==> src/tsm_pkg.sv <==
`default_nettype none

package tsm_pkg;

	// Field and port widths fixed by the item formats.
	localparam int KIND_W      = 2;
	localparam int ADDR_W      = 12;
	localparam int BYTE_W      = 8;
	localparam int PLEN_W      = 9;
	localparam int TLEN_W      = 13;
	localparam int COUNT_W     = 13;
	localparam int WORD_W      = 64;
	localparam int IN_TDATA_W  = 24;
	localparam int OUT_TDATA_W = 80;
	localparam int OUT_PAD_W   = OUT_TDATA_W - 1 - COUNT_W - WORD_W;
	localparam int CFG_IDX_W   = 1;
	localparam int CFG_DATA_W  = 13;

	localparam int PATTERN_MAX_DEF = 256;
	localparam int TEXT_MAX_DEF    = 4096;

	typedef enum logic [KIND_W-1:0] {
		KIND_PAT  = 2'd0,
		KIND_TEXT = 2'd1,
		KIND_RUN  = 2'd2,
		KIND_READ = 2'd3
	} kind_t;

	typedef enum logic [CFG_IDX_W-1:0] {
		CFG_PLEN = 1'b0,
		CFG_TLEN = 1'b1
	} cfg_reg_t;

	typedef enum logic [1:0] {
		T_IDLE,
		T_RUN,
		T_READ
	} top_state_t;

	typedef enum logic [3:0] {
		E_IDLE,
		E_CLEAR,
		E_HEAD,
		E_PROBE,
		E_VER_RD,
		E_VER_CMP,
		E_MARK_RD,
		E_MARK_WR,
		E_AFTER,
		E_H_CHK,
		E_H_CMP,
		E_H_DONE,
		E_DONE
	} eng_state_t;

	typedef struct packed {
		logic busy;
		logic done;
	} eng_stat_t;

endpackage

`default_nettype wire

==> src/tsm_engine.sv <==
`default_nettype none

module tsm_engine import tsm_pkg::*; #(
	parameter int PATTERN_MAX = PATTERN_MAX_DEF,
	parameter int TEXT_MAX    = TEXT_MAX_DEF,
	parameter int PAW         = (PATTERN_MAX > 1) ? $clog2(PATTERN_MAX) : 1,
	parameter int TAW         = (TEXT_MAX > 1) ? $clog2(TEXT_MAX) : 1,
	parameter int MW          = (((TEXT_MAX + 63) / 64) > 1) ? $clog2((TEXT_MAX + 63) / 64) : 1
) (
	input  wire logic               clk,
	input  wire logic               arst_n,
	input  wire logic               start,
	input  wire logic [PLEN_W-1:0]  plen,
	input  wire logic [TLEN_W-1:0]  tlen,
	output logic                    pat_re,
	output logic      [PAW-1:0]     pat_raddr,
	input  wire logic [BYTE_W-1:0]  pat_rdata,
	output logic                    txt_re,
	output logic      [TAW-1:0]     txt_raddr,
	input  wire logic [BYTE_W-1:0]  txt_rdata,
	output logic                    bm_re,
	output logic                    bm_we,
	output logic      [MW-1:0]      bm_addr,
	output logic      [WORD_W-1:0]  bm_wdata,
	input  wire logic [WORD_W-1:0]  bm_rdata,
	output logic      [COUNT_W-1:0] found_total,
	output eng_stat_t               stat
);

	localparam int MAP_WORDS = (TEXT_MAX + 63) / 64;
	localparam int SUMW      = $clog2(TEXT_MAX + PATTERN_MAX + 2);
	localparam int LW        = (SUMW > TLEN_W) ? SUMW : TLEN_W;
	localparam int LW1       = LW + 1;

	localparam logic signed [LW:0] ZERO   = '0;
	localparam logic signed [LW:0] ONE    = LW1'(1);
	localparam logic signed [LW:0] PMAX_S = LW1'(PATTERN_MAX);
	localparam logic signed [LW:0] TMAX_S = LW1'(TEXT_MAX);
	localparam logic [MW-1:0]      CW_LAST = MW'(MAP_WORDS - 1);

	eng_state_t state_q, state_d;

	// Scan registers: window start, phase-one index, tail index, shift
	// distance, back-scan index, verify index, clamped lengths.
	logic signed [LW:0] s_q, i_q, k_q, dim_q, h_q, j_q, m_q, n_q;
	logic [MW-1:0]      cw_q;
	logic [BYTE_W-1:0]  tb_q;
	logic               p1_q;
	logic [COUNT_W-1:0] count_q;

	logic signed [LW:0] m_w, n_w, probe_idx, pidx, tpos, back_dist;
	logic               p1_now, in_range, bytes_eq, bit_set, ver_last;
	logic [WORD_W-1:0]  bitmask;

	always_comb begin
		m_w       = (32'(plen) > PATTERN_MAX) ? PMAX_S : LW1'(plen);
		n_w       = (32'(tlen) > TEXT_MAX) ? TMAX_S : LW1'(tlen);
		p1_now    = (i_q - dim_q) >= ZERO;
		in_range  = (s_q + m_q) <= n_q;
		probe_idx = p1_now ? i_q : k_q;
		pidx      = (state_q == E_VER_RD) ? j_q : probe_idx;
		tpos      = s_q + pidx;
		back_dist = i_q - h_q;
		bytes_eq  = pat_rdata == txt_rdata;
		ver_last  = j_q == (m_q - ONE);
		bitmask   = WORD_W'(1) << s_q[5:0];
		bit_set   = |(bm_rdata & bitmask);
	end

	// Next state.
	always_comb begin
		state_d = state_q;
		case (state_q)
			E_IDLE: begin
				if (start) begin
					state_d = E_CLEAR;
				end
			end
			E_CLEAR: begin
				if (cw_q == CW_LAST) begin
					state_d = ((m_q == ZERO) || (m_q > n_q)) ? E_DONE : E_HEAD;
				end
			end
			E_HEAD:    state_d = in_range ? E_PROBE : E_DONE;
			E_PROBE:   state_d = bytes_eq ? E_VER_RD : E_HEAD;
			E_VER_RD:  state_d = E_VER_CMP;
			E_VER_CMP: begin
				if (!bytes_eq) begin
					state_d = E_AFTER;
				end else if (ver_last) begin
					state_d = E_MARK_RD;
				end else begin
					state_d = E_VER_RD;
				end
			end
			E_MARK_RD: state_d = E_MARK_WR;
			E_MARK_WR: state_d = E_AFTER;
			E_AFTER:   state_d = p1_q ? E_H_CHK : E_HEAD;
			E_H_CHK:   state_d = (h_q < ZERO) ? E_H_DONE : E_H_CMP;
			E_H_CMP:   state_d = (pat_rdata == tb_q) ? E_H_DONE : E_H_CHK;
			E_H_DONE:  state_d = E_HEAD;
			E_DONE:    state_d = E_IDLE;
			default:   state_d = E_IDLE;
		endcase
	end

	// Memory ports and status.
	always_comb begin
		pat_re    = 1'b0;
		pat_raddr = pidx[PAW-1:0];
		txt_re    = 1'b0;
		txt_raddr = tpos[TAW-1:0];
		bm_re     = 1'b0;
		bm_we     = 1'b0;
		bm_addr   = s_q[MW+5:6];
		bm_wdata  = bm_rdata | bitmask;
		case (state_q)
			E_CLEAR: begin
				bm_we    = 1'b1;
				bm_addr  = cw_q;
				bm_wdata = '0;
			end
			E_HEAD: begin
				pat_re = in_range;
				txt_re = in_range;
			end
			E_VER_RD: begin
				pat_re = 1'b1;
				txt_re = 1'b1;
			end
			E_MARK_RD: bm_re = 1'b1;
			E_MARK_WR: bm_we = !bit_set;
			E_H_CHK: begin
				pat_re    = h_q >= ZERO;
				pat_raddr = h_q[PAW-1:0];
			end
			default: begin
			end
		endcase
		stat.busy   = state_q != E_IDLE;
		stat.done   = state_q == E_DONE;
		found_total = count_q;
	end

	always_ff @(posedge clk or negedge arst_n) begin
		if (!arst_n) begin
			state_q <= E_IDLE;
			count_q <= '0;
		end else begin
			state_q <= state_d;
			if ((state_q == E_IDLE) && start) begin
				count_q <= '0;
			end else if ((state_q == E_MARK_WR) && !bit_set) begin
				count_q <= count_q + COUNT_W'(1);
			end
		end
	end

	always_ff @(posedge clk) begin
		case (state_q)
			E_IDLE: begin
				if (start) begin
					m_q  <= m_w;
					n_q  <= n_w;
					cw_q <= '0;
				end
			end
			E_CLEAR: begin
				cw_q <= cw_q + MW'(1);
				if (cw_q == CW_LAST) begin
					s_q   <= ZERO;
					i_q   <= m_q - ONE;
					k_q   <= m_q - ONE;
					dim_q <= ONE;
				end
			end
			E_HEAD: p1_q <= p1_now;
			E_PROBE: begin
				if (!bytes_eq) begin
					s_q <= s_q + ONE;
				end else begin
					j_q  <= ZERO;
					tb_q <= pat_rdata;
				end
			end
			E_VER_CMP: begin
				if (bytes_eq && !ver_last) begin
					j_q <= j_q + ONE;
				end
			end
			E_AFTER: begin
				if (p1_q) begin
					h_q <= i_q - ONE;
				end else begin
					s_q <= s_q + dim_q;
				end
			end
			E_H_CMP: begin
				if (pat_rdata != tb_q) begin
					h_q <= h_q - ONE;
				end
			end
			E_H_DONE: begin
				if (dim_q < back_dist) begin
					k_q   <= i_q;
					dim_q <= back_dist;
				end
				s_q <= s_q + back_dist;
				i_q <= i_q - ONE;
			end
			default: begin
			end
		endcase
	end

`ifndef SYNTHESIS
	a_done_pulse: assert property (@(posedge clk) disable iff (!arst_n)
		stat.done |=> !stat.done)
		else $error("run completion lasted more than one cycle");

	a_mark_after_read: assert property (@(posedge clk) disable iff (!arst_n)
		(state_q == E_MARK_WR) |-> ($past(state_q) == E_MARK_RD))
		else $error("bitmap update without a preceding word read");

	a_count_step: assert property (@(posedge clk) disable iff (!arst_n)
		(state_q != E_IDLE) |=> ((count_q == $past(count_q))
			|| (count_q == $past(count_q) + COUNT_W'(1)) || (count_q == '0)))
		else $error("match count moved by more than one");

	a_verify_bound: assert property (@(posedge clk) disable iff (!arst_n)
		(state_q == E_VER_CMP) |-> ((j_q >= ZERO) && (j_q < m_q)))
		else $error("verify index left the pattern");
`endif

endmodule

`default_nettype wire

==> config.mk <==
export PLATFORM = sky130hd
export DESIGN_NAME = tsm_engine
export DESIGN_NICKNAME = d
export VERILOG_FILES = /design/src/tsm_pkg.sv /design/src/tsm_engine.sv
export SDC_FILE = /design/constraint.sdc
export NUM_CORES = 1
export LEC_CHECK = 0
export BUFFER_PORTS_ARGS = -buffer_cell sky130_fd_sc_hd__buf_2
export CAP_MARGIN = 20
export CORE_UTILIZATION = 46
export DETAILED_ROUTE_END_ITERATION = 16
export PLACE_DENSITY_LB_ADDON = 0.2
export SYNTH_ARGS = -nofsm -noshare
export SYNTH_HDL_FRONTEND = slang
export SYNTH_SLANG_ARGS = --single-unit
==> constraint.sdc <==
create_clock -name clk -period 11 [get_ports clk]
set_input_delay 0.55 -clock clk [delete_from_list [all_inputs] [get_ports clk]]
set_output_delay 0.55 -clock clk [all_outputs]
set_load 0.02 [all_outputs]
-- Word-level counts from Yosys, hierarchy flattened
Index checks and enable logic that the tools add are counted.
- register bits after elaboration: 142
- bits of input ports: 105
- shift-type cells: 1
- $lt $le $gt $ge: 8
- reduce and logical (&&, ||, !) cells: 25
- add/sub/neg operators: 13
- multiplexer cells: 41
- bitwise operators: 2
- equal/unequal tests: 26
- operator list (kind ; number):
    14-bit two-way mux ; 10
    14-bit one-hot mux with 2 select lines ; 4
    64-bit AND ; 1
    64-bit two-way mux ; 1
    64-bit bitwise OR ; 1
    64-bit OR reduction ; 1
    1-bit by 6-bit left shift with 64-bit output, first input constant ; 1
    14-bit one-hot mux with 4 select lines ; 1
    4-bit one-hot mux with 12 select lines ; 1
    14-bit adder ; 3
    14-bit by 2-bit subtractor with 14-bit output, second input constant ; 3
    12-bit two-way mux ; 3
    14-bit by 2-bit adder with 14-bit output, second input constant ; 2
    14-bit by 1-bit >= comparator with 1-bit output, second input constant ; 2
    14-bit subtractor ; 2
    13-bit two-way mux ; 2
    4-bit two-way mux ; 6
    12-bit one-hot mux with 2 select lines ; 1
    4-bit == test, second input constant ; 5
    2-bit inequality test, second input constant ; 9
    4-bit by 3-bit == test with 1-bit output, second input constant ; 4
    8-bit == test ; 2
    14-bit == test ; 1
    14-bit > comparator ; 1
    30 further kinds ; 49

-- Depth between registers and ports, before layout
Gate-level depths: netlist of run 1.
- depth after elaboration: 7
- depth in mapped cells: 22

-- Worst setup path after synthesis of run 1
Ideal clock, no wire load.
- kind: flip-flop to flip-flop
- from: register i_q[0]
- to: register dim_q[0], enable pin
- cell stages (with the launch flop): 20
- slack: 5.765 ns
- data arrival time: 4.816 ns
- cells stage by stage: edfxtp_1 clkbuf_1 inv_1 ha_1 inv_1 fa_1 a21o_1 a21oi_1 o21bai_1 a21oi_1 o21ai_0 a21oi_1 xor2_1 ha_1 a21o_1 a21oi_1 nand2_1 o21ai_0 mux2_2 o22ai_1
- longest elaborated chain between the ends: 4
- ends and longest elaborated chain (element ; line ; text):
    start, declared ; tsm_engine.sv:45 ; logic signed [LW:0] s_q, i_q, k_q, dim_q, h_q, j_q, m_q, n_q;
    start signal, assigned ; tsm_engine.sv:172 ; i_q <= m_q - ONE;
    start signal, assigned ; tsm_engine.sv:209 ; i_q <= i_q - ONE;
    14-bit subtractor ; tsm_engine.sv:63 ; back_dist = i_q - h_q;
    14-bit < comparator ; tsm_engine.sv:204 ; if (dim_q < back_dist) begin
    2-bit inequality test (no line) ; n/a ;
    3-bit AND reduction (no line) ; n/a ;
    end signal, assigned ; tsm_engine.sv:206 ; dim_q <= back_dist;
    end, declared ; tsm_engine.sv:45 ;
Every way passes these cells.
A chain may end at the register's enable or synchronous reset.

-- Worst setup path in the final report of run 1
- from: register i_q[9]
- to: output port txt_raddr[11]
- longest elaborated chain between the ends: 5
- ends and longest elaborated chain (element ; line ; text):
    14-bit subtractor ; tsm_engine.sv:58 ; p1_now = (i_q - dim_q) >= ZERO;
    14-bit by 1-bit >= comparator with 1-bit output ; tsm_engine.sv:58 ;
    12-bit two-way mux * ; tsm_engine.sv:60 ; probe_idx = p1_now ? i_q : k_q;
    12-bit two-way mux * ; tsm_engine.sv:61 ; pidx = (state_q == E_VER_RD) ? j_q : probe_idx;
    12-bit adder * ; tsm_engine.sv:62 ; tpos = s_q + pidx;
    end, declared ; tsm_engine.sv:19 ; output logic [TAW-1:0] txt_raddr,
Every way passes the cells marked *; elsewhere a longest branch is shown, timed or not.

==> results of run 1 <==
==> cell families (layout without fill, tap and decap cells) <==
family,after synthesis,after routing,share of synthesized area
and+or+nand+nor,521,521,0.210
AOI/OAI and AO/OA,331,331,0.169
buffers and inverters,143,350,0.0500
DFF,136,136,0.332
adders and majority gates,105,105,0.111
xor gates and xnor gates,105,105,0.0774
muxes,56,56,0.0499
other,0,1,0
==> per-stage QoR <==
stage	util	hold slack [ns]
floorplan	-	0.254
global placement	0.527	0.504
detailed placement	0.527	0.501
CTS	0.549	0.0456
global route	0.550	0.0705
finish	0.550	0.0381
==> final timing paths <==
check | startpoint | to | slack (ns)
max in group asynchronous | arst_n | found_total[11] | 10.67
max | i_q[9] | txt_raddr[11] | 5.26
min in group clk | pat_rdata[1] | tb_q[1] | 0.35
max reg2reg | i_q[0] | k_q[6] | 6.08
min | arst_n | found_total[9] | 0.04
min reg2reg | found_total[1] | found_total[1] | 0.57
==> final cells by class <==
class / count / area [µm²]
tap: 330 / 413
antenna: 1 / 2.50
inverter: 83 / 312
fill: 2345 / 11500
clock inverter: 15 / 141
multi-input combinational: 1118 / 7480
clock buffer: 17 / 425
timing repair buffer: 235 / 1230
sequential: 136 / 4000
==> cell usage after synthesis, types with 14 or more instances <==
library cell  number
nand4_1           15
mux2i_1           38
nor2b_1           42
nand3_1           33
o21ai_0           51
nand2_1           90
o22ai_1           15
a21o_1            18
clkbuf_1          43
xor2_1            49
nor4_1            18
nor2_1           195
dfrtp_1           17
mux2_2            14
edfxtp_1         119
a21oi_1          144
xnor2_1           55
ha_1             101
and3_1            17
inv_1             81
nor3_1            38
==> flip-flops by register name, indices dropped and copies added (netlist names) <==
name         cells
state_q          4
i_q             14
cw_q             6
k_q             12
dim_q           14
s_q             14
p1_q             1
m_q              9
found_total     13
tb_q             8
h_q             14
j_q             14
n_q             13
==> per-layer routing <==
metal | GRT usage | wire [µm] | up-vias
li1 | - | - | 5454
met1 | 0.368 | 15900 | 5319
met2 | 0.447 | 17000 | 485
met3 | 0.0457 | 2670 | 82
met4 | 0.112 | 1330 | 0
met5 | 0 | 0 | -
==> power by group through the flow <==
stage,Sequential [mW],Combinational (mW),Clock (mW)
floorplan,0.567,0.0172,0
global placement,0.567,0.0460,0
detailed placement,0.567,0.0463,0
CTS,0.556,0.0466,0.573
global route,0.556,0.0514,0.593
finish,0.556,0.0470,0.567
==> impl_results.html, run 1 <==
<table>
<tr><th>Metric</th><th>Value</th></tr>
<tr><th colspan="2">Clock tree</th></tr>
<tr><td>Count of H-tree levels built during CTS</td><td>4</td></tr>
<tr><td>Number of buffers added for setup after CTS</td><td>0</td></tr>
<tr><td>Clock tree from TritonCTS</td><td>done</td></tr>
<tr><td>TritonCTS Buffers</td><td>17</td></tr>
<tr><td>Clock Pin Slew Worst Setup and Hold Paths</td><td>0.06 ns</td></tr>
<tr><td>Quantity of gates resized following cts</td><td>0</td></tr>
<tr><td>CTS max path bufs</td><td>2</td></tr>
<tr><td>Clock latency reported for the late side of the worst-skew pair</td><td>0.43 ns</td></tr>
<tr><td>Clock sinks</td><td>136</td></tr>
<tr><td>CTS root buf</td><td>clkbuf_16</td></tr>
<tr><td>Number of buffers inserted by hold repair at cts</td><td>0</td></tr>
<tr><th colspan="2">Logic synthesis</th></tr>
<tr><td>Cell variety after synth</td><td>77</td></tr>
<tr><td>Async set-reset flop share out of synthesis</td><td>0.125</td></tr>
<tr><td>Seq/Total Area, Yosys</td><td>0.332</td></tr>
<tr><td>Post-synthesis register bit count</td><td>136</td></tr>
<tr><td>Yosys warning count</td><td>0</td></tr>
<tr><td>Count of flip-flops with a built-in enable after synthesis</td><td>119</td></tr>
<tr><td>Synthesized instance count</td><td>1,397</td></tr>
<tr><td>Synthesized netlist net count</td><td>1,607</td></tr>
<tr><td>Netlist area before placement</td><td>12,100 µm²</td></tr>
<tr><td>Dominant cell type by area after synthesis</td><td>edfxtp_1</td></tr>
<tr><td>Avg Inst Size Synth</td><td>8.63 µm²</td></tr>
<tr><td>Top FF cell, synth</td><td>edfxtp_1</td></tr>
<tr><td>Synth top area cells</td><td>edfxtp_1, ha_1, nor2_1</td></tr>
<tr><td>Fraction of synthesized cell area taken by the top area cell type</td><td>0.296</td></tr>
<tr><th colspan="2">Placed design</th></tr>
<tr><td>Post-detail-place hpwl</td><td>28.3 mm</td></tr>
<tr><td>Post-placement cell area</td><td>13,400 µm²</td></tr>
<tr><td>Worst-case setup slack after placement</td><td>5.74 ns</td></tr>
<tr><td>Global placement routability congestion</td><td>0.933</td></tr>
<tr><td>Count of input and output buffers</td><td>213</td></tr>
<tr><td>Number of placed cells counting well taps</td><td>1,901</td></tr>
<tr><th colspan="2">Critical path</th></tr>
<tr><td>Cell repeated most along the worst path</td><td>a21o_1</td></tr>
<tr><td>Crit-path slowest cell</td><td>edfxtp_1</td></tr>
<tr><td>Kind of start point of the critical path</td><td>flop</td></tr>
<tr><td>Max FO, Critical Path</td><td>13</td></tr>
<tr><td>Depth of the critical timing path with buffers and inverters included</td><td>19</td></tr>
<tr><td>Critical path data required time</td><td>10.45 ns</td></tr>
<tr><td>Critical path endpoint category</td><td>output pin</td></tr>
<tr><td>Arrival @ worst endpoint</td><td>5.19 ns</td></tr>
<tr><td>Bufs and invs on worst path</td><td>2</td></tr>
<tr><td>Dominant delay contributor by cell family on the critical path</td><td>compound AO/OA/AOI/OAI gates</td></tr>
<tr><td>Cells traversed along the worst timing path</td><td>ha_1, a21o_1, a21o_1, a2111oi_0, and3_1, nor3_2, buf_4, mux2i_1, a21oi_1, ha_1, a21o_1, a21oi_1, o21ai_0, a31oi_1, nand2b_1, a21boi_0, o41ai_1, xnor3_1, buf_2</td></tr>
<tr><td>Path depth of the worst reg2reg path</td><td>19</td></tr>
<tr><td>Critical path start-end classification</td><td>reg -&gt; out</td></tr>
<tr><td>Critical path's largest stage delay</td><td>0.53 ns</td></tr>
<tr><th colspan="2">Floorplanning</th></tr>
<tr><td>Initial Util</td><td>0.473</td></tr>
<tr><td>Die H</td><td>164 µm</td></tr>
<tr><td>Overall die width</td><td>164 µm</td></tr>
<tr><td>Core Footprint</td><td>25,500 µm²</td></tr>
<tr><td>Standard-cell rows</td><td>58</td></tr>
<tr><td>Number of top-level pins</td><td>214</td></tr>
<tr><td>Die Area</td><td>26,900 µm²</td></tr>
<tr><th colspan="2">Layout</th></tr>
<tr><td>Leading cell type in the layout, fill and taps excluded</td><td>buf_2</td></tr>
<tr><td>Post-layout net count</td><td>1,801</td></tr>
<tr><td>Top library cells by usage in the layout, fill and taps aside</td><td>buf_2, nor2_1, a21oi_1, edfxtp_1, ha_1</td></tr>
<tr><td>Post-route non-filler standard cell count</td><td>1,935</td></tr>
<tr><td>Post-route cell area</td><td>14,000 µm²</td></tr>
<tr><td>Share of layout cells above drive strength 1</td><td>0.187</td></tr>
<tr><td>Area added between synthesis and finish</td><td>16.2%</td></tr>
<tr><th colspan="2">Pwr</th></tr>
<tr><td>Switching power share of the total</td><td>0.235</td></tr>
<tr><td>Proportion of power drawn by the clock network</td><td>0.485</td></tr>
<tr><td>Logic pwr share</td><td>0.040</td></tr>
<tr><td>Internal Pwr Total</td><td>0.895 mW</td></tr>
<tr><td>Power density of the placed cells</td><td>83.5 nW/µm²</td></tr>
<tr><td>Part of the power in registers</td><td>0.475</td></tr>
<tr><td>Leakage power total</td><td>6.10 nW</td></tr>
<tr><td>Largest voltage drop on the vdd net</td><td>0.0944 mV</td></tr>
<tr><td>Post-layout power</td><td>1.17 mW</td></tr>
<tr><td>Net switching component of the power</td><td>0.275 mW</td></tr>
<tr><th colspan="2">Global routing</th></tr>
<tr><td>All-Layer GR Usage</td><td>0.277</td></tr>
<tr><td>Via count of the first global-routing pass</td><td>10,400</td></tr>
<tr><td>Overflow left after global routing</td><td>0</td></tr>
<tr><td>Number of antenna violations at the first check in global routing</td><td>1</td></tr>
<tr><td>Wire length of the first global-routing pass</td><td>56.9 mm</td></tr>
<tr><td>Pin count of the biggest net entering global routing</td><td>74</td></tr>
<tr><th colspan="2">Routing</th></tr>
<tr><td>Post-detailed-route count of antenna-violating nets</td><td>0</td></tr>
<tr><td>Via count</td><td>11,300</td></tr>
<tr><td>Per-cell routed wire length</td><td>19.1 µm</td></tr>
<tr><td>Remaining DRCs</td><td>0</td></tr>
<tr><td>Post-detailed-route via-to-cell ratio</td><td>5.86</td></tr>
<tr><td>First drt pass iteration count</td><td>7</td></tr>
<tr><td>Iter 0 DRT Violations</td><td>904</td></tr>
<tr><td>Final Routed Wirelength</td><td>36.9 mm</td></tr>
<tr><th colspan="2">Job</th></tr>
<tr><td>MaxCap Viol Count</td><td>0</td></tr>
<tr><th colspan="2">Worst hold path</th></tr>
<tr><td>Worst hold path class</td><td>in -&gt; async</td></tr>
<tr><th colspan="2">STA</th></tr>
<tr><td>Hold Fails Final Rpt</td><td>0</td></tr>
<tr><td>Worst rel slew slack</td><td>0.345</td></tr>
<tr><td>Number of pins exceeding their max-slew limit in the final report</td><td>0</td></tr>
<tr><td>RSZ-0062 raised after global routing</td><td>false</td></tr>
<tr><td>Clock period minus worst slack</td><td>5.74 ns</td></tr>
<tr><td>Setup Skew</td><td>0.0112 ns</td></tr>
<tr><td>Share of the clock period used by the worst path</td><td>0.522</td></tr>
<tr><td>Smallest setup slack after layout</td><td>5.26 ns</td></tr>
<tr><td>Aggregate negative setup slack</td><td>0 ns</td></tr>
<tr><td>Final setup fails</td><td>0</td></tr>
<tr><td>Slew at the pin closest to its max-slew limit</td><td>0.969 ns</td></tr>
<tr><td>Maximum frequency from static timing analysis</td><td>174 MHz</td></tr>
<tr><th colspan="2">Status</th></tr>
<tr><td>Run status</td><td>finished clean</td></tr>
</table>
(Power assumes the default switching activity.)
==> run 2: changes to the inputs <==
Clock period 11 ns to 4.6 ns, I/O delays scaled along.
==> impl_results.html, run 2 (synthesis gave the netlist of run 1 again) <==
<table>
<tr><th>Metric</th><th>Value</th></tr>
<tr><th colspan="2">Placed design</th></tr>
<tr><td>Number of placed cells counting well taps</td><td>1,936</td></tr>
<tr><td>Post-placement cell area</td><td>13,700 µm²</td></tr>
<tr><td>Worst-case setup slack after placement</td><td>0.104 ns</td></tr>
<tr><td>Post-detail-place hpwl</td><td>29.6 mm</td></tr>
<tr><td>Global placement routability congestion</td><td>0.963</td></tr>
<tr><td>Count of input and output buffers</td><td>213</td></tr>
<tr><th colspan="2">Pwr</th></tr>
<tr><td>Net switching component of the power</td><td>0.642 mW</td></tr>
<tr><td>Leakage power total</td><td>6.43 nW</td></tr>
<tr><td>Internal Pwr Total</td><td>2.22 mW</td></tr>
<tr><td>Logic pwr share</td><td>0.040</td></tr>
<tr><td>Part of the power in registers</td><td>0.465</td></tr>
<tr><td>Switching power share of the total</td><td>0.224</td></tr>
<tr><td>Power density of the placed cells</td><td>195 nW/µm²</td></tr>
<tr><td>Proportion of power drawn by the clock network</td><td>0.496</td></tr>
<tr><td>Largest voltage drop on the vdd net</td><td>0.259 mV</td></tr>
<tr><th colspan="2">STA</th></tr>
<tr><td>RSZ-0062 raised after global routing</td><td>true</td></tr>
<tr><td>Setup Skew</td><td>0.00786 ns</td></tr>
<tr><td>Worst rel slew slack</td><td>0.328</td></tr>
<tr><td>Smallest setup slack after layout</td><td>0.0308 ns</td></tr>
<tr><td>Final setup fails</td><td>0</td></tr>
<tr><td>Maximum frequency from static timing analysis</td><td>219 MHz</td></tr>
<tr><td>Share of the clock period used by the worst path</td><td>0.993</td></tr>
<tr><td>Hold Fails Final Rpt</td><td>0</td></tr>
<tr><td>Slew at the pin closest to its max-slew limit</td><td>0.994 ns</td></tr>
<tr><td>Hold Worst Slack</td><td>0.0263 ns</td></tr>
<tr><td>Number of pins exceeding their max-slew limit in the final report</td><td>0</td></tr>
<tr><td>Clock period minus worst slack</td><td>4.57 ns</td></tr>
<tr><th colspan="2">Routing</th></tr>
<tr><td>Post-detailed-route via-to-cell ratio</td><td>5.87</td></tr>
<tr><td>Remaining DRCs</td><td>0</td></tr>
<tr><td>First drt pass iteration count</td><td>5</td></tr>
<tr><td>Iter 0 DRT Violations</td><td>987</td></tr>
<tr><td>Post-detailed-route count of antenna-violating nets</td><td>0</td></tr>
<tr><td>Via count</td><td>11,700</td></tr>
<tr><td>Final Routed Wirelength</td><td>38.6 mm</td></tr>
<tr><td>Per-cell routed wire length</td><td>19.4 µm</td></tr>
<tr><th colspan="2">Critical path</th></tr>
<tr><td>Bufs and invs on worst path</td><td>3</td></tr>
<tr><td>Critical path start-end classification</td><td>reg -&gt; out</td></tr>
<tr><td>Kind of start point of the critical path</td><td>flop</td></tr>
<tr><td>Cell repeated most along the worst path</td><td>a21oi_2</td></tr>
<tr><td>Arrival @ worst endpoint</td><td>4.34 ns</td></tr>
<tr><td>Critical path data required time</td><td>4.37 ns</td></tr>
<tr><td>Crit-path slowest cell</td><td>edfxtp_1</td></tr>
<tr><td>Critical path endpoint category</td><td>output pin</td></tr>
<tr><td>Cells traversed along the worst timing path</td><td>inv_1, ha_4, and4_1, and3_1, o211ai_1, a21oi_2, nor3_4, buf_4, mux2i_2, a21oi_2, ha_2, a21o_1, a21oi_2, o21ai_1, a31oi_2, nand2b_1, a21boi_1, o41ai_2, xnor3_1, buf_6</td></tr>
<tr><td>Dominant delay contributor by cell family on the critical path</td><td>compound AO/OA/AOI/OAI gates</td></tr>
<tr><td>Max FO, Critical Path</td><td>3</td></tr>
<tr><td>Critical path's largest stage delay</td><td>0.39 ns</td></tr>
<tr><th colspan="2">Layout</th></tr>
<tr><td>Post-route non-filler standard cell count</td><td>1,987</td></tr>
<tr><td>Area added between synthesis and finish</td><td>21.7%</td></tr>
<tr><td>Antenna fix cells</td><td>0</td></tr>
<tr><td>Post-layout net count</td><td>1,854</td></tr>
<tr><td>Post-route cell area</td><td>14,700 µm²</td></tr>
<tr><td>Layout fillers</td><td>2,296</td></tr>
<tr><td>Leading cell type in the layout, fill and taps excluded</td><td>buf_2</td></tr>
<tr><td>Top library cells by usage in the layout, fill and taps aside</td><td>buf_2, nor2_1, a21oi_1, edfxtp_1, ha_1</td></tr>
<tr><td>Share of layout cells above drive strength 1</td><td>0.234</td></tr>
<tr><th colspan="2">Job</th></tr>
<tr><td>MaxCap Viol Count</td><td>0</td></tr>
<tr><th colspan="2">Clock tree</th></tr>
<tr><td>Clock Pin Slew Worst Setup and Hold Paths</td><td>0.06 ns</td></tr>
<tr><td>Clock latency reported for the late side of the worst-skew pair</td><td>0.44 ns</td></tr>
<tr><td>Clock tree from TritonCTS</td><td>done</td></tr>
<tr><td>CTS root buf</td><td>clkbuf_16</td></tr>
<tr><td>Count of H-tree levels built during CTS</td><td>4</td></tr>
<tr><td>TritonCTS Buffers</td><td>17</td></tr>
<tr><td>Clock sinks</td><td>136</td></tr>
<tr><td>CTS max path bufs</td><td>2</td></tr>
<tr><th colspan="2">Floorplanning</th></tr>
<tr><td>Die Area</td><td>26,900 µm²</td></tr>
<tr><td>Overall die width</td><td>164 µm</td></tr>
<tr><td>Standard-cell rows</td><td>58</td></tr>
<tr><td>Die H</td><td>164 µm</td></tr>
<tr><td>Number of top-level pins</td><td>214</td></tr>
<tr><td>Core Footprint</td><td>25,500 µm²</td></tr>
<tr><td>Initial Util</td><td>0.473</td></tr>
<tr><th colspan="2">Global routing</th></tr>
<tr><td>All-Layer GR Usage</td><td>0.286</td></tr>
<tr><td>Via count of the first global-routing pass</td><td>10,700</td></tr>
<tr><td>Wire length of the first global-routing pass</td><td>58.4 mm</td></tr>
<tr><td>Number of antenna violations at the first check in global routing</td><td>1</td></tr>
<tr><td>Pin count of the biggest net entering global routing</td><td>74</td></tr>
<tr><td>Overflow left after global routing</td><td>0</td></tr>
<tr><th colspan="2">Status</th></tr>
<tr><td>Run status</td><td>finished clean</td></tr>
<tr><th colspan="2">Worst hold path</th></tr>
<tr><td>Worst hold path class</td><td>in -&gt; reg</td></tr>
</table>
[run 2: routing by layer]
metal | share of wire | global-route usage
met1 | 0.41 | 0.374
met2 | 0.47 | 0.462
met3 | 0.077 | 0.0508
met4 | 0.040 | 0.126
met5 | 0 | 0
[run 2: power groups by stage]
stage | Clock (mW) | Sequential [mW] | Combinational, mW
6_report | 1.42 | 1.33 | 0.113
5_1_grt | 1.48 | 1.33 | 0.124
4_1_cts | 1.43 | 1.33 | 0.112
3_5_place_dp | 0 | 1.36 | 0.111
3_3_place_gp | 0 | 1.36 | 0.110
2_1_floorplan | 0 | 1.36 | 0.0412
[run 2: stage by stage]
stage | utilization | total power, mW | setup TNS (ns)
finish | 0.576 | 2.86 | 0
global route | 0.576 | 2.93 | -0.861
global placement | 0.538 | 1.47 | 0
detailed placement | 0.539 | 1.47 | 0
floorplan | - | 1.40 | 0
CTS | 0.568 | 2.87 | -0.0279
[run 2: path summary, 6_finish.rpt]
check | start | endpoint | slack [ns] | cells past startpoint
setup / recovery | dim_q[11] | txt_raddr[11] | 0.03 | 20
hold / removal | pat_rdata[1] | tb_q[1] | 0.03 | 1
setup reg to reg | i_q[0] | dim_q[10] | 0.21 | 19
hold reg to reg | found_total[12] | found_total[12] | 0.55 | 2
max in group asynchronous | arst_n | found_total[3] | 4.01 | 2
min in group asynchronous | arst_n | found_total[10] | 0.27 | 2
[run 2: what timing repair did]
item,4_1_cts,5_1_grt
resized for setup,26,33
cloned,0,2
setup buffers,9,9
hold endpoints to repair,17,0
pin swaps,18,28
hold buffers,1,0
endpoints found under the setup margin,5,31
[run 2: area by class of cell]
class	instances	area (µm²)	area share
Timing Repair Buffer	288	1710	0.116
Clock inverter	13	145	0.00989
Sequential cell	136	4000	0.272
Tap cell	330	413	0.0281
Multi-Input combinational cell	1118	7650	0.521
Inverter	83	312	0.0212
Clock buffer	19	453	0.0309
==> run 3: changes to the inputs <==
Settings changed: BUFFER_PORTS_ARGS -buffer_cell sky130_fd_sc_hd__buf_2 to not set, DONT_BUFFER_PORTS set to 1.
==> impl_results.html, run 3 (synthesis gave the netlist of run 1 again) <==
<table>
<tr><th>Metric</th><th>Value</th></tr>
<tr><th colspan="2">Status</th></tr>
<tr><td>Run status</td><td>complete, but fails checks</td></tr>
<tr><td>Violations in the final reports</td><td>negative setup slack</td></tr>
<tr><th colspan="2">Pwr</th></tr>
<tr><td>Leakage power total</td><td>5.56 nW</td></tr>
<tr><td>Power density of the placed cells</td><td>202 nW/µm²</td></tr>
<tr><td>Post-layout power</td><td>2.79 mW</td></tr>
<tr><td>Largest voltage drop on the vdd net</td><td>0.240 mV</td></tr>
<tr><th colspan="2">Layout</th></tr>
<tr><td>Area used by multi-input combinational logic</td><td>7690 µm²</td></tr>
<tr><td>Antenna fix cells</td><td>0</td></tr>
<tr><td>Sequential cell area</td><td>4000 µm²</td></tr>
<tr><td>Share of layout cells above drive strength 1</td><td>0.130</td></tr>
<tr><td>Post-route cell area</td><td>13,800 µm²</td></tr>
<tr><td>Post-layout net count</td><td>1,662</td></tr>
<tr><td>Layout fillers</td><td>2,353</td></tr>
<tr><td>Area added between synthesis and finish</td><td>14.7%</td></tr>
<tr><td>Leading cell type in the layout, fill and taps excluded</td><td>nor2_1</td></tr>
<tr><td>Top library cells by usage in the layout, fill and taps aside</td><td>nor2_1, a21oi_1, edfxtp_1, ha_1, nand2_1</td></tr>
<tr><th colspan="2">Critical path</th></tr>
<tr><td>Cells traversed along the worst timing path</td><td>ha_4, and4_1, and3_1, o211ai_1, and3_4, nor3_4, buf_6, mux2i_1, a21oi_2, ha_1, a21o_1, a21oi_2, o21ai_2, a31oi_2, nand2b_1, a21boi_2, o41ai_2, xnor3_2</td></tr>
<tr><td>Cell repeated most along the worst path</td><td>a21oi_2</td></tr>
<tr><td>Path depth of the worst reg2reg path</td><td>21</td></tr>
<tr><td>Reg-to-reg setup timing slack</td><td>0.16 ns</td></tr>
<tr><td>Critical path's largest stage delay</td><td>0.46 ns</td></tr>
<tr><td>Max FO, Critical Path</td><td>3</td></tr>
<tr><td>Crit-path slowest cell</td><td>edfxtp_1</td></tr>
<tr><td>Critical path endpoint category</td><td>output pin</td></tr>
<tr><td>Arrival @ worst endpoint</td><td>4.41 ns</td></tr>
<tr><td>Kind of start point of the critical path</td><td>flop</td></tr>
<tr><td>Critical path start-end classification</td><td>reg -&gt; out</td></tr>
<tr><td>Reg-to-reg startpoint</td><td>i_q[0]</td></tr>
<tr><td>FF-to-FF End</td><td>dim_q[13]</td></tr>
<tr><td>Critical path data required time</td><td>4.37 ns</td></tr>
<tr><th colspan="2">Routing</th></tr>
<tr><td>First drt pass iteration count</td><td>6</td></tr>
<tr><td>Post-detailed-route count of antenna-violating nets</td><td>0</td></tr>
<tr><td>Per-cell routed wire length</td><td>21.1 µm</td></tr>
<tr><td>Post-detailed-route via-to-cell ratio</td><td>6.09</td></tr>
<tr><td>Remaining DRCs</td><td>0</td></tr>
<tr><td>Final Routed Wirelength</td><td>37.8 mm</td></tr>
<tr><td>Iter 0 DRT Violations</td><td>990</td></tr>
<tr><td>Via count</td><td>10,900</td></tr>
<tr><th colspan="2">Floorplanning</th></tr>
<tr><td>Core Footprint</td><td>25,500 µm²</td></tr>
<tr><td>Die Area</td><td>26,900 µm²</td></tr>
<tr><td>Overall die width</td><td>164 µm</td></tr>
<tr><td>Standard-cell rows</td><td>58</td></tr>
<tr><td>Die H</td><td>164 µm</td></tr>
<tr><td>Initial Util</td><td>0.473</td></tr>
<tr><td>Number of top-level pins</td><td>214</td></tr>
<tr><th colspan="2">Worst hold path</th></tr>
<tr><td>Launch point of the worst hold path</td><td>tlen[11]</td></tr>
<tr><td>WHS Path Cells</td><td>1</td></tr>
<tr><td>Worst hold path class</td><td>in -&gt; reg</td></tr>
<tr><td>Terminating pin of the worst hold path</td><td>n_q[11]</td></tr>
<tr><th colspan="2">Global routing</th></tr>
<tr><td>All-Layer GR Usage</td><td>0.276</td></tr>
<tr><td>Via count of the first global-routing pass</td><td>10,200</td></tr>
<tr><td>Pin count of the biggest net entering global routing</td><td>74</td></tr>
<tr><td>Wire length of the first global-routing pass</td><td>56.1 mm</td></tr>
<tr><td>Overflow left after global routing</td><td>0</td></tr>
<tr><td>Number of antenna violations at the first check in global routing</td><td>1</td></tr>
<tr><th colspan="2">Clock tree</th></tr>
<tr><td>CTS max path bufs</td><td>2</td></tr>
<tr><td>Clock sinks</td><td>136</td></tr>
<tr><td>CTS root buf</td><td>clkbuf_16</td></tr>
<tr><td>TritonCTS Buffers</td><td>17</td></tr>
<tr><td>Count of H-tree levels built during CTS</td><td>4</td></tr>
<tr><td>Clock tree from TritonCTS</td><td>done</td></tr>
<tr><td>Clock latency reported for the late side of the worst-skew pair</td><td>0.43 ns</td></tr>
<tr><td>Clock Pin Slew Worst Setup and Hold Paths</td><td>0.06 ns</td></tr>
<tr><th colspan="2">STA</th></tr>
<tr><td>Aggregate negative setup slack</td><td>-0.0352 ns</td></tr>
<tr><td>Number of pins exceeding their max-slew limit in the final report</td><td>0</td></tr>
<tr><td>RSZ-0062 raised after global routing</td><td>true</td></tr>
<tr><td>Smallest setup slack after layout</td><td>-0.0352 ns</td></tr>
<tr><td>Hold Fails Final Rpt</td><td>0</td></tr>
<tr><td>Worst rel slew slack</td><td>0.348</td></tr>
<tr><td>Share of the clock period used by the worst path</td><td>1.01</td></tr>
<tr><td>Slew at the pin closest to its max-slew limit</td><td>0.965 ns</td></tr>
<tr><td>Maximum frequency from static timing analysis</td><td>216 MHz</td></tr>
<tr><td>Setup Skew</td><td>0.00771 ns</td></tr>
<tr><td>Final setup fails</td><td>1</td></tr>
<tr><td>Clock period minus worst slack</td><td>4.64 ns</td></tr>
<tr><th colspan="2">Placed design</th></tr>
<tr><td>Count of input and output buffers</td><td>0</td></tr>
<tr><td>Post-placement cell area</td><td>12,700 µm²</td></tr>
<tr><td>Global placement routability congestion</td><td>0.947</td></tr>
<tr><td>Worst-case setup slack after placement</td><td>0.0775 ns</td></tr>
<tr><td>Post-detail-place hpwl</td><td>28.4 mm</td></tr>
<tr><th colspan="2">Job</th></tr>
<tr><td>MaxCap Viol Count</td><td>0</td></tr>
</table>
## run 3: cell types whose count changed in the layout (fill, tap and decap cells not counted), sizes merged
cell / change
clkinvlp: -1
inv: -3
bufinv: +1
buf: -204
dlygate4sd3: +11
clkbuf: +4
clkinv: -1
## run 3: area by class of cell
type | count | area share
inverter | 83 | 0.0225
tap | 330 | 0.0299
sequential | 136 | 0.289
timing repair buffer | 96 | 0.0601
clock buffer | 22 | 0.0329
clock inverter | 9 | 0.00905
multi-input combinational | 1118 | 0.556
## run 3: worst max-delay path, delay by kind of cell, from the launching register on
family	cells	cell delay, ns
compound gates	8	1.20
simple gates	5	0.98
fa+ha+maj	2	0.59
flops	1	0.46
xor+xnor	1	0.37
mux	1	0.21
buf+inv	1	0.15
## run 3: what timing repair did
action / CTS / global route
endpoints found under the hold margin: 47 / 1
setup endpoints to repair: 6 / 34
pin swaps: 16 / 31
resized for setup: 26 / 38
buffers inserted: 12 / 9
gates cloned: 0 / 2
hold buffers: 11 / 1
## run 3: layer usage
layer / part of all wire / track usage / vias up
met5: 0 / 0 / -
met4: 0.034 / 0.108 / 0
met3: 0.071 / 0.0558 / 80
met2: 0.47 / 0.449 / 451
met1: 0.43 / 0.358 / 5205
li1: - / - / 5183
## run 3: report_power, final
part | switching, mW | leakage (nW) | internal, mW | total (mW)
Sequential | 0.00194 | 1.26 | 1.33 | 1.33
Clock | 0.540 | 0.280 | 0.860 | 1.40
Combinational | 0.0274 | 4.02 | 0.0334 | 0.0608
## run 3: worst max path at each step
| stage | from | end | slack (ns) |
|---|---|---|---|
| floorplan | i_q[11] | txt_raddr[8] | 0.05 |
| global placement | i_q[11] | txt_raddr[11] | 0.17 |
| detailed placement | dim_q[9] | txt_raddr[11] | 0.08 |
| CTS | m_q[0] | pat_re | 0.0004 |
| global route | i_q[10] | txt_raddr[11] | -0.24 |
| finish | i_q[10] | txt_raddr[11] | -0.04 |
## run 3: metrics by stage
step           utilization  hold WS, ns  cells
3_5_place_dp         0.498      -0.0652   1727
4_1_cts              0.532      0.00129   1781
2_1_floorplan            -      -0.0656   1397
6_report             0.543      0.00791   1794
3_3_place_gp         0.498      -0.0652   1727
5_1_grt              0.543     0.000573   1794
